## config.mk

```make
export PLATFORM = sky130hd
export DESIGN_NAME = dmsp_ctrl
export DESIGN_NICKNAME = d
export VERILOG_FILES = /design/src/hdl/dmsp_pkg.sv /design/src/hdl/dmsp_ctrl.sv
export SDC_FILE = /design/constraint.sdc
export NUM_CORES = 1
export LEC_CHECK = 0
export BUFFER_PORTS_ARGS = -buffer_cell sky130_fd_sc_hd__buf_4
export CAP_MARGIN = 15
export CORE_AREA = 2 2 39 41
export CTS_CLUSTER_DIAMETER = 100
export CTS_CLUSTER_SIZE = 28
export DETAILED_ROUTE_END_ITERATION = 8
export DIE_AREA = 0 0 41 43
export PLACE_DENSITY_LB_ADDON = 0.05
export REMOVE_ABC_BUFFERS = 1
export SYNTH_ARGS = -nofsm -noshare
export SYNTH_HDL_FRONTEND = slang
export SYNTH_SLANG_ARGS = --single-unit
export TNS_END_PERCENT = 1
```

## constraint.sdc

```tcl
create_clock -name i_clk -period 1.81 [get_ports i_clk]
set_clock_uncertainty 0.2 [all_clocks]
set_input_delay 0.362 -clock i_clk [delete_from_list [all_inputs] [get_ports i_clk]]
set_output_delay 0.362 -clock i_clk [all_outputs]
set_load 0.05 [all_outputs]
```

## src/hdl/dmsp_pkg.sv

```systemverilog
// Shared types and constants for the dual motor speed PI loop.
// Depends on nothing; every other file in hdl imports it.
package dmsp_pkg;

    localparam int TARGET_W   = 16;
    localparam int BASE_W     = 13;
    localparam int DUTY_W     = 13;
    localparam int GAIN_W     = 16;
    localparam int WEIGHT_W   = 17;
    localparam int SCALE_W    = 24;
    localparam int LIMIT_W    = 12;
    localparam int CFG_IDX_W  = 3;
    localparam int CFG_DATA_W = 24;
    localparam int FILT_W     = 32;
    localparam int SPEED_W    = 16;
    localparam int ERR_W      = 18;
    localparam int DIFF_W     = 19;
    localparam int PWM_W      = 13;
    localparam int MIX_W      = 14;
    localparam int MUL_A_W    = 32;
    localparam int MUL_B_W    = 25;
    localparam int PROD_W     = MUL_A_W + MUL_B_W;
    localparam int SUM_W      = PROD_W + 1;
    localparam int Q16_SHIFT  = 16;

    localparam logic [WEIGHT_W-1:0]        WEIGHT_ONE = 17'h10000;
    localparam logic signed [TARGET_W-1:0] DEADBAND   = 16'sd5;

    localparam logic [GAIN_W-1:0]   RST_GAIN_DIFF_A    = 16'd7885;
    localparam logic [GAIN_W-1:0]   RST_GAIN_ERR_A     = 16'd0;
    localparam logic [GAIN_W-1:0]   RST_GAIN_DIFF_B    = 16'd7680;
    localparam logic [GAIN_W-1:0]   RST_GAIN_ERR_B     = 16'd0;
    localparam logic [WEIGHT_W-1:0] RST_SMOOTHING      = 17'd32768;
    localparam logic [SCALE_W-1:0]  RST_COUNT_TO_SPEED = 24'd65536;
    localparam logic [LIMIT_W-1:0]  RST_DRIVE_LIMIT    = 12'd1220;

    localparam logic [CFG_IDX_W-1:0] REG_GAIN_DIFF_A    = 3'd0;
    localparam logic [CFG_IDX_W-1:0] REG_GAIN_ERR_A     = 3'd1;
    localparam logic [CFG_IDX_W-1:0] REG_GAIN_DIFF_B    = 3'd2;
    localparam logic [CFG_IDX_W-1:0] REG_GAIN_ERR_B     = 3'd3;
    localparam logic [CFG_IDX_W-1:0] REG_SMOOTHING      = 3'd4;
    localparam logic [CFG_IDX_W-1:0] REG_COUNT_TO_SPEED = 3'd5;
    localparam logic [CFG_IDX_W-1:0] REG_DRIVE_LIMIT    = 3'd6;

    typedef enum logic [3:0] {
        S_IDLE,
        S_MUL_RAW,
        S_MUL_OLD,
        S_MUL_NEW,
        S_FILT,
        S_ERR,
        S_MUL_ERR,
        S_MUL_DIFF,
        S_ACC,
        S_OUT
    } t_state;

    typedef struct packed {
        logic load;
        logic mul_raw;
        logic mul_old;
        logic mul_new;
        logic filt;
        logic err;
        logic mul_err;
        logic mul_diff;
        logic acc;
        logic out_wr;
    } t_dp_cmd;

    typedef struct packed {
        logic out_free;
    } t_dp_stat;

endpackage

```

## src/hdl/dmsp_ctrl.sv

```systemverilog
// Sequencer for one control tick: steps both wheel datapaths and the mixer.
// Depends on dmsp_pkg for the state type and command/status structs.
module dmsp_ctrl
    import dmsp_pkg::*;
(
    input  logic     i_clk,
    input  logic     i_rst_n,
    input  logic     i_in_valid,
    input  t_dp_stat i_stat,
    output logic     o_in_ready,
    output t_dp_cmd  o_cmd
);

    t_state r_state;
    t_state n_state;

    always_ff @(posedge i_clk) begin
        if (!i_rst_n) begin
            r_state <= S_IDLE;
        end else begin
            r_state <= n_state;
        end
    end

    always_comb begin
        n_state = r_state;
        case (r_state)
            S_IDLE: begin
                if (i_in_valid) begin
                    n_state = S_MUL_RAW;
                end
            end
            S_MUL_RAW:  n_state = S_MUL_OLD;
            S_MUL_OLD:  n_state = S_MUL_NEW;
            S_MUL_NEW:  n_state = S_FILT;
            S_FILT:     n_state = S_ERR;
            S_ERR:      n_state = S_MUL_ERR;
            S_MUL_ERR:  n_state = S_MUL_DIFF;
            S_MUL_DIFF: n_state = S_ACC;
            S_ACC:      n_state = S_OUT;
            S_OUT: begin
                if (i_stat.out_free) begin
                    n_state = S_IDLE;
                end
            end
            default:    n_state = S_IDLE;
        endcase
    end

    always_comb begin
        o_cmd      = '0;
        o_in_ready = 1'b0;
        case (r_state)
            S_IDLE: begin
                o_in_ready = 1'b1;
                o_cmd.load = i_in_valid;
            end
            S_MUL_RAW:  o_cmd.mul_raw  = 1'b1;
            S_MUL_OLD:  o_cmd.mul_old  = 1'b1;
            S_MUL_NEW:  o_cmd.mul_new  = 1'b1;
            S_FILT:     o_cmd.filt     = 1'b1;
            S_ERR:      o_cmd.err      = 1'b1;
            S_MUL_ERR:  o_cmd.mul_err  = 1'b1;
            S_MUL_DIFF: o_cmd.mul_diff = 1'b1;
            S_ACC:      o_cmd.acc      = 1'b1;
            S_OUT:      o_cmd.out_wr   = i_stat.out_free;
            default: ;
        endcase
    end

endmodule

```

* Word level (Yosys, flattened, before mapping)
Cells that the tools add are included.
Word-level totals: bits in registers 4, output and inout port bits 11, logic and storage cells 28
Cells by class: equality and inequality tests 11, mux-type cells 14, reductions and logical operators 2
Operators by type and width (count):
- $pmux W4 S10 | 1
- $eq A4 B3 Y1 const B | 4
- $mux W1 | 11
- $eq A4 B2 Y1 const B | 2
- $eq A4 B4 Y1 const B | 2
- $mux W4 | 2
- $eq A4 B1 Y1 const B | 1
- $logic_not A4 Y1 | 1
- $ne A2 B2 Y1 const B | 2
- $reduce_and A2 Y1 | 1

* Logic depth before layout (Yosys ltp)
Gate-level depths: netlist (run 1).
word-level depth 3, gate-level depth with buffers 4, mapped depth without buffers 3

* Least setup slack after synthesis (run 1)
No wires, ideal clock.
path type register to output, from register r_state[2], to output port o_cmd[0] in the netlist's numbering, arrival time 2.260 ns, required time 1.248 ns, path slack -1.012 ns, stages on the path, launching flop included 4, cells stage by stage dfxtp_1 -> buf_4 -> nand2b_1 -> nor4b_1
RTL lines:
- from (decl) | line dmsp_ctrl.sv:14 | t_state r_state;
- from (signal assigned) | line dmsp_ctrl.sv:21 | r_state <= n_state;
- to (decl) | line dmsp_ctrl.sv:11 | output t_dp_cmd o_cmd

==> results.sh, run 1 <==
export IMPL_route_detailed_vias_per_inst=4.55
export IMPL_fin_nets=64
export IMPL_antenna_violations_before_repair=0
export IMPL_antennaDiodeCount=0
export IMPL_area_growth_synth_to_final_pct=75.0
export IMPL_routed_wire_length_per_instance_um=10.8
export IMPL_worst_setup_path_end_kind="output pin"
export IMPL_io_buffer_count=14
export IMPL_final_cell_area_sq_um=517
export IMPL_grt_pass1_wl_mm=1.25
export IMPL_timing_setup_critical_path_class="register to output pin"
export IMPL_hold_path_cell_count=2
export IMPL_critical_path_cell_by_cell="nand2b_1 -> buf_4 -> nor3_1 -> buf_4"
export IMPL_pin_count=15
export IMPL_post_layout_total_power_mw=0.621
export IMPL_crit_arrival_ps=1250
export IMPL_clock_tree_htree_level_count=1
export IMPL_globalplace_congestion=0.692
export IMPL_cell_family_with_the_largest_share_of_critical_path_delay="buffers and inverters"
export IMPL_finalWorstSetupSlack_ps=-4.81
export IMPL_fp_dieH_um=43
export IMPL_flip_flop_count_of_the_largest_register_all_copies_and_words_added=4
export IMPL_first_global_vias=284
export IMPL_drt_antenna_net_count=0
export IMPL_reg2reg_setup_slack_ps=320
export IMPL_totalNegativeSetupSlack_ps=-4.81
export IMPL_rows=14
export IMPL_timing_slew_headroom_pct=82.8
export IMPL_drive_above_1_share_pct=56.9
export IMPL_power_density_nw_per_um2=1200
export IMPL_cts_tree="built"
export IMPL_synth_area_sq_um=295
export IMPL_min_to="r_state[3]"
export IMPL_netlist_instances=38
export IMPL_largest_cells_by_area_after_synthesis="dfxtp_1 27%, nand2b_1 8.5%, nor3_1 8.5%"
export IMPL_clkTransAtPathRegs_ps=30
export IMPL_finish_utilization_pct=37.3
export IMPL_synth_cell_types=20
export IMPL_post_cts_repair_setup_buffers=0
export IMPL_clkSinkCount=4
export IMPL_cts_root_buffer_cell="clkbuf_4"
export IMPL_hold_violations=0
export IMPL_grt_setup_unrepaired="yes"
export IMPL_min_from="i_rst_n"
export IMPL_cp_common_cell="buf_4"
export IMPL_postSynthRegisterBits=4
export IMPL_drc=0
export IMPL_element_type_at_the_critical_path_start="register"
export IMPL_detailed_place_hpwl_um=661
export IMPL_synth_largest_type_area_fraction_pct=27.1
export IMPL_setup_viol_count_final=1
export IMPL_cpMaxStageDelayCell="dfxtp_2"
export IMPL_critical_path_n_buffers_inverters=2
export IMPL_critPathMaxStageDelay_ps=350
export IMPL_synth_warnings=0
export IMPL_gr_usage_all_layers_pct=10.9
export IMPL_floorplan_core_area_sq_um=1380
export IMPL_overall_routed_net_length_um=799
export IMPL_slew_viol_final=0
export IMPL_cts_made_buffers=3
export IMPL_initialDrtViolationCount=1
export IMPL_worst_pin_slew_ps=256
export IMPL_die_area_sq_um=1760
export IMPL_post_dp_cell_area_sq_um=439
export IMPL_buffer_levels_on_the_longest_clock_path=2
export IMPL_r2r_cells=5
export IMPL_vdd_ir_drop_max_mv=0.440
export IMPL_violations="negative setup slack"
export IMPL_leakage_nw=0.225
export IMPL_critical_path_max_fanout=6
export IMPL_vias=337
export IMPL_chipWidth_um=41
export IMPL_overflow=0
export IMPL_worstHoldPathType="input pin to register"
export IMPL_min_period_over_period_pct=100
export IMPL_rr_endpoint="r_state[3]"
export IMPL_initial_utilization_pct=21.3
export IMPL_yosysSeqAreaShare_pct=27.1
export IMPL_final_min_clock_period_ps=1810
export IMPL_max_clock_freq_mhz=551
export IMPL_synth_avg_cell_area_sq_um=7.77
export IMPL_max_cap_violations=0
export IMPL_r2r_start="r_state[0]"
export IMPL_largestRegisters="r_state x4"
export IMPL_largest_register="r_state"
export IMPL_clk_insertion_delay_late_ps=230
export IMPL_synth_top_area_cell="dfxtp_1"
export IMPL_required_ps=1250
export IMPL_run_status="finished, violations left"
export IMPL_dpl_worst_slack_ps=106
export IMPL_grt_max_degree=8
export IMPL_detailedRoute_firstPassIterationCount=2
cells in the final DEF, fill, tap and decap left out, drive strengths merged, types with 3 or more instances in the layout:
master	Yosys	layout
dfxtp	4	4
nand2b	4	4
nor3	5	5
nand2	4	4
clkbuf	0	3
buf	3	20
nor2	6	6
nor4	3	3
worst register-to-register path, stage by stage (launching register included):
cell and delay [ps]:
dfxtp_2 370, buf_6 140, buf_4 120, nand2_2 40
and3_1 170, o311a_1 320
synth_stat cells:
master	number
and2_1	1
and3_1	1
buf_4	2
buf_6	1
dfxtp_1	4
inv_1	1
nand2_1	3
nand2_2	1
nand2b_1	4
nor2_1	4
nor2_2	2
nor3_1	5
nor4_1	2
nor4_2	1
nor4b_1	1
o2111a_1	1
o21ai_0	1
o311a_1	1
xnor2_1	1
xor2_1	1
routing by layer:
| metal | vias up | share of wire (%) | track usage (%) |
|---|---|---|---|
| li1 | 176 | - | - |
| met1 | 154 | 44 | 14.8 |
| met2 | 7 | 49 | 14.1 |
| met3 | 0 | 6.3 | 1.57 |
| met4 | 0 | 0 | 10.0 |
| met5 | - | 0 | 0 |
worst max-delay path by stage:
stage,start,endpoint,slack (ps),depth (start not counted)
after floorplan,r_state[0],o_cmd[0],-1030,2
after global placement,r_state[0],o_cmd[9],130,4
after detailed placement,r_state[0],o_cmd[9],110,4
after CTS,r_state[2],o_cmd[8],-30,4
after global routing,r_state[3],o_cmd[9],-80,3
final,r_state[2],o_cmd[8],-5,4
cell type report:
type | count | area, sq um
clock buffer | 3 | 22.5
fill | 151 | 867
inverter | 1 | 3.75
multi-input combinational | 30 | 215
sequential | 4 | 90.1
tap | 16 | 20.0
timing repair buffer | 20 | 165
report_power, final:
| part | switching (mW) | total, mW | leakage [nW] | internal (mW) |
|---|---|---|---|---|
| Combinational | 0.222 | 0.371 | 0.176 | 0.150 |
| Clock | 0.0334 | 0.107 | 0.0138 | 0.0740 |
| Sequential | 0.0320 | 0.143 | 0.0350 | 0.110 |
metrics by stage:
step	hold WS, ps	cells
6_report	195	74
5_1_grt	190	74
4_1_cts	190	74
3_5_place_dp	397	71
3_3_place_gp	413	71
2_1_floorplan	293	35
repair_timing:
item	in CTS	in global routing
hold buffers	0	0
pin swaps	0	2
gates cloned	0	0
resized for setup	9	5
setup endpoints to repair	6	5
cells by family (layout without fill, tap and decap cells):
logic type             count (synthesis)  count (layout)  share of synthesized area (%)
AO/OA/AOI/OAI                          3               3                           8.90
AND/OR/NAND/NOR                       25              25                           47.9
buffers and inverters                  4              24                           10.2
flip-flops                             4               4                           27.1
XOR/XNOR                               2               2                           5.93
Note: power is estimated with default switching activity, not from simulation.
==> run 2, diff against run 1 <==
--- a/config.mk
+++ b/config.mk
@@ -7,6 +7,8 @@
 export LEC_CHECK = 0
 export BUFFER_PORTS_ARGS = -buffer_cell sky130_fd_sc_hd__buf_4
 export CAP_MARGIN = 15
+export CELL_PAD_IN_SITES_DETAIL_PLACEMENT = 1
+export CELL_PAD_IN_SITES_GLOBAL_PLACEMENT = 1
 export CORE_AREA = 2 2 39 41
 export CTS_CLUSTER_DIAMETER = 100
 export CTS_CLUSTER_SIZE = 28
==> results.sh, run 2 (synthesis gave the netlist of run 1 again) <==
export IMPL_clk_insertion_delay_late_ps=230
export IMPL_cts_made_buffers=3
export IMPL_final_min_clock_period_ps=1840
export IMPL_route_detailed_vias_per_inst=4.61
export IMPL_final_cell_count_no_fill=72
export IMPL_final_cell_mix="16 x buf_4, 5 x nor3_1, 4 x nand2b_1, 4 x nor2_1"
export IMPL_largestRegisters="r_state x4"
export IMPL_vdd_ir_drop_max_mv=0.381
export IMPL_io_buffer_count=14
export IMPL_run_status="finished, violations left"
export IMPL_worst_pin_slew_ps=249
export IMPL_power_density_nw_per_um2=1230
export IMPL_holdBufCountCts=0
export IMPL_cts_tree="built"
export IMPL_finalWorstSetupSlack_ps=-31.9
export IMPL_largest_register="r_state"
export IMPL_max_clock_freq_mhz=543
export IMPL_globalplace_congestion=0.709
export IMPL_area_growth_synth_to_final_pct=63.1
export IMPL_timing_setup_critical_path_class="register to output pin"
export IMPL_fp_dieH_um=43
export IMPL_drt_antenna_net_count=0
export IMPL_final_cell_area_sq_um=482
export IMPL_routed_wire_length_per_instance_um=12.5
export IMPL_die_area_sq_um=1760
export IMPL_reg2reg_setup_slack_ps=350
export IMPL_min_period_over_period_pct=102
export IMPL_max_cap_violations=0
export IMPL_detailed_place_hpwl_um=705
export IMPL_drive_above_1_share_pct=53.6
export IMPL_flip_flop_count_of_the_largest_register_all_copies_and_words_added=4
export IMPL_rr_endpoint="r_state[3]"
export IMPL_cts_root_buffer_cell="clkbuf_4"
export IMPL_first_global_vias=326
export IMPL_finish_utilization_pct=34.8
export IMPL_timing_slew_headroom_pct=83.3
export IMPL_grt_max_degree=8
export IMPL_worst_setup_path_end_kind="output pin"
export IMPL_post_cts_repair_setup_buffers=0
export IMPL_slew_viol_final=0
export IMPL_r2r_start="r_state[0]"
export IMPL_detailedRoute_firstPassIterationCount=3
export IMPL_required_ps=1250
export IMPL_post_dp_cell_area_sq_um=424
export IMPL_antenna_violations_before_repair=0
export IMPL_violations="negative setup slack"
export IMPL_gr_usage_all_layers_pct=12.1
export IMPL_clkSinkCount=4
export IMPL_layout_commonest_cell="buf_4"
export IMPL_pin_count=15
export IMPL_min_from="i_rst_n"
export IMPL_initialDrtViolationCount=2
export IMPL_overflow=0
export IMPL_placed_cells_incl_taps=69
export IMPL_clkTransAtPathRegs_ps=40
export IMPL_antennaDiodeCount=0
export IMPL_leakage_nw=0.211
export IMPL_grt_setup_unrepaired="yes"
export IMPL_critical_path_max_fanout=6
export IMPL_vias=332
export IMPL_rows=14
export IMPL_hold_path_cell_count=2
export IMPL_setup_viol_count_final=4
export IMPL_clock_tree_htree_level_count=1
export IMPL_chipWidth_um=41
export IMPL_floorplan_core_area_sq_um=1380
export IMPL_worstHoldPathType="input pin to register"
export IMPL_r2r_cells=4
export IMPL_buffer_levels_on_the_longest_clock_path=2
export IMPL_element_type_at_the_critical_path_start="register"
export IMPL_fin_nets=62
export IMPL_hold_violations=0
export IMPL_drc=0
export IMPL_min_to="r_state[3]"
export IMPL_dpl_worst_slack_ps=122
export IMPL_initial_utilization_pct=21.3
export IMPL_grt_pass1_wl_mm=1.43
export IMPL_crit_arrival_ps=1280
export IMPL_overall_routed_net_length_um=898
export IMPL_layout_filler_cells=179
[run 2: per-layer routing]
| metal | share of wire, % | wire length (um) | GRT usage (%) |
|---|---|---|---|
| met5 | 0 | 0 | 0 |
| met2 | 50 | 449 | 17.2 |
| met3 | 4.3 | 39 | 1.57 |
| met4 | 0 | 0 | 10.0 |
| met1 | 46 | 409 | 15.4 |
[run 2: per-stage QoR]
step | TNS, ps | total power [mW] | hold WS, ps
4_1_cts | -128 | 0.603 | 186
6_report | -70.1 | 0.593 | 196
2_1_floorplan | -5000 | 0.348 | 293
3_5_place_dp | 0 | 0.458 | 451
5_1_grt | -508 | 0.635 | 195
3_3_place_gp | 0 | 0.459 | 455
[run 2: how the worst max path moves through the flow]
stage                           to        from  slack [ps]
after floorplan           o_cmd[0]  r_state[0]       -1030
after global placement    o_cmd[9]  r_state[0]         130
after detailed placement  o_cmd[9]  r_state[3]         120
after CTS                 o_cmd[8]  r_state[2]         -60
after global routing      o_cmd[9]  r_state[0]        -140
final                     o_cmd[8]  r_state[2]         -30
[run 2: final cells by class]
type / count / area, sq um / share of cell area [%]
multi-input cells: 30 / 206 / 42.9
clock buffers: 3 / 22.5 / 4.68
well taps: 16 / 20.0 / 4.16
inverters: 1 / 3.75 / 0.779
flip-flops and latches: 4 / 86.3 / 17.9
repair buffers: 18 / 143 / 29.6
[run 2: report_power, final]
| group | total, mW | switching (mW) | leakage (nW) | internal (mW) |
|---|---|---|---|---|
| sequential | 0.137 | 0.0293 | 0.0344 | 0.108 |
| clock | 0.109 | 0.0347 | 0.0138 | 0.0740 |
| combinational | 0.347 | 0.218 | 0.162 | 0.129 |
[run 2: repair_timing]
| action | in CTS | in global routing |
|---|---|---|
| pin swaps | 1 | 1 |
| endpoints found under the setup margin | 5 | 6 |
| gates resized for setup | 8 | 1 |
[run 2: critical path: stages (launching register included)]
cell,delay (ps)
dfxtp_2,350
nand2b_1,180
buf_4,150
nor3_1,150
buf_4,230
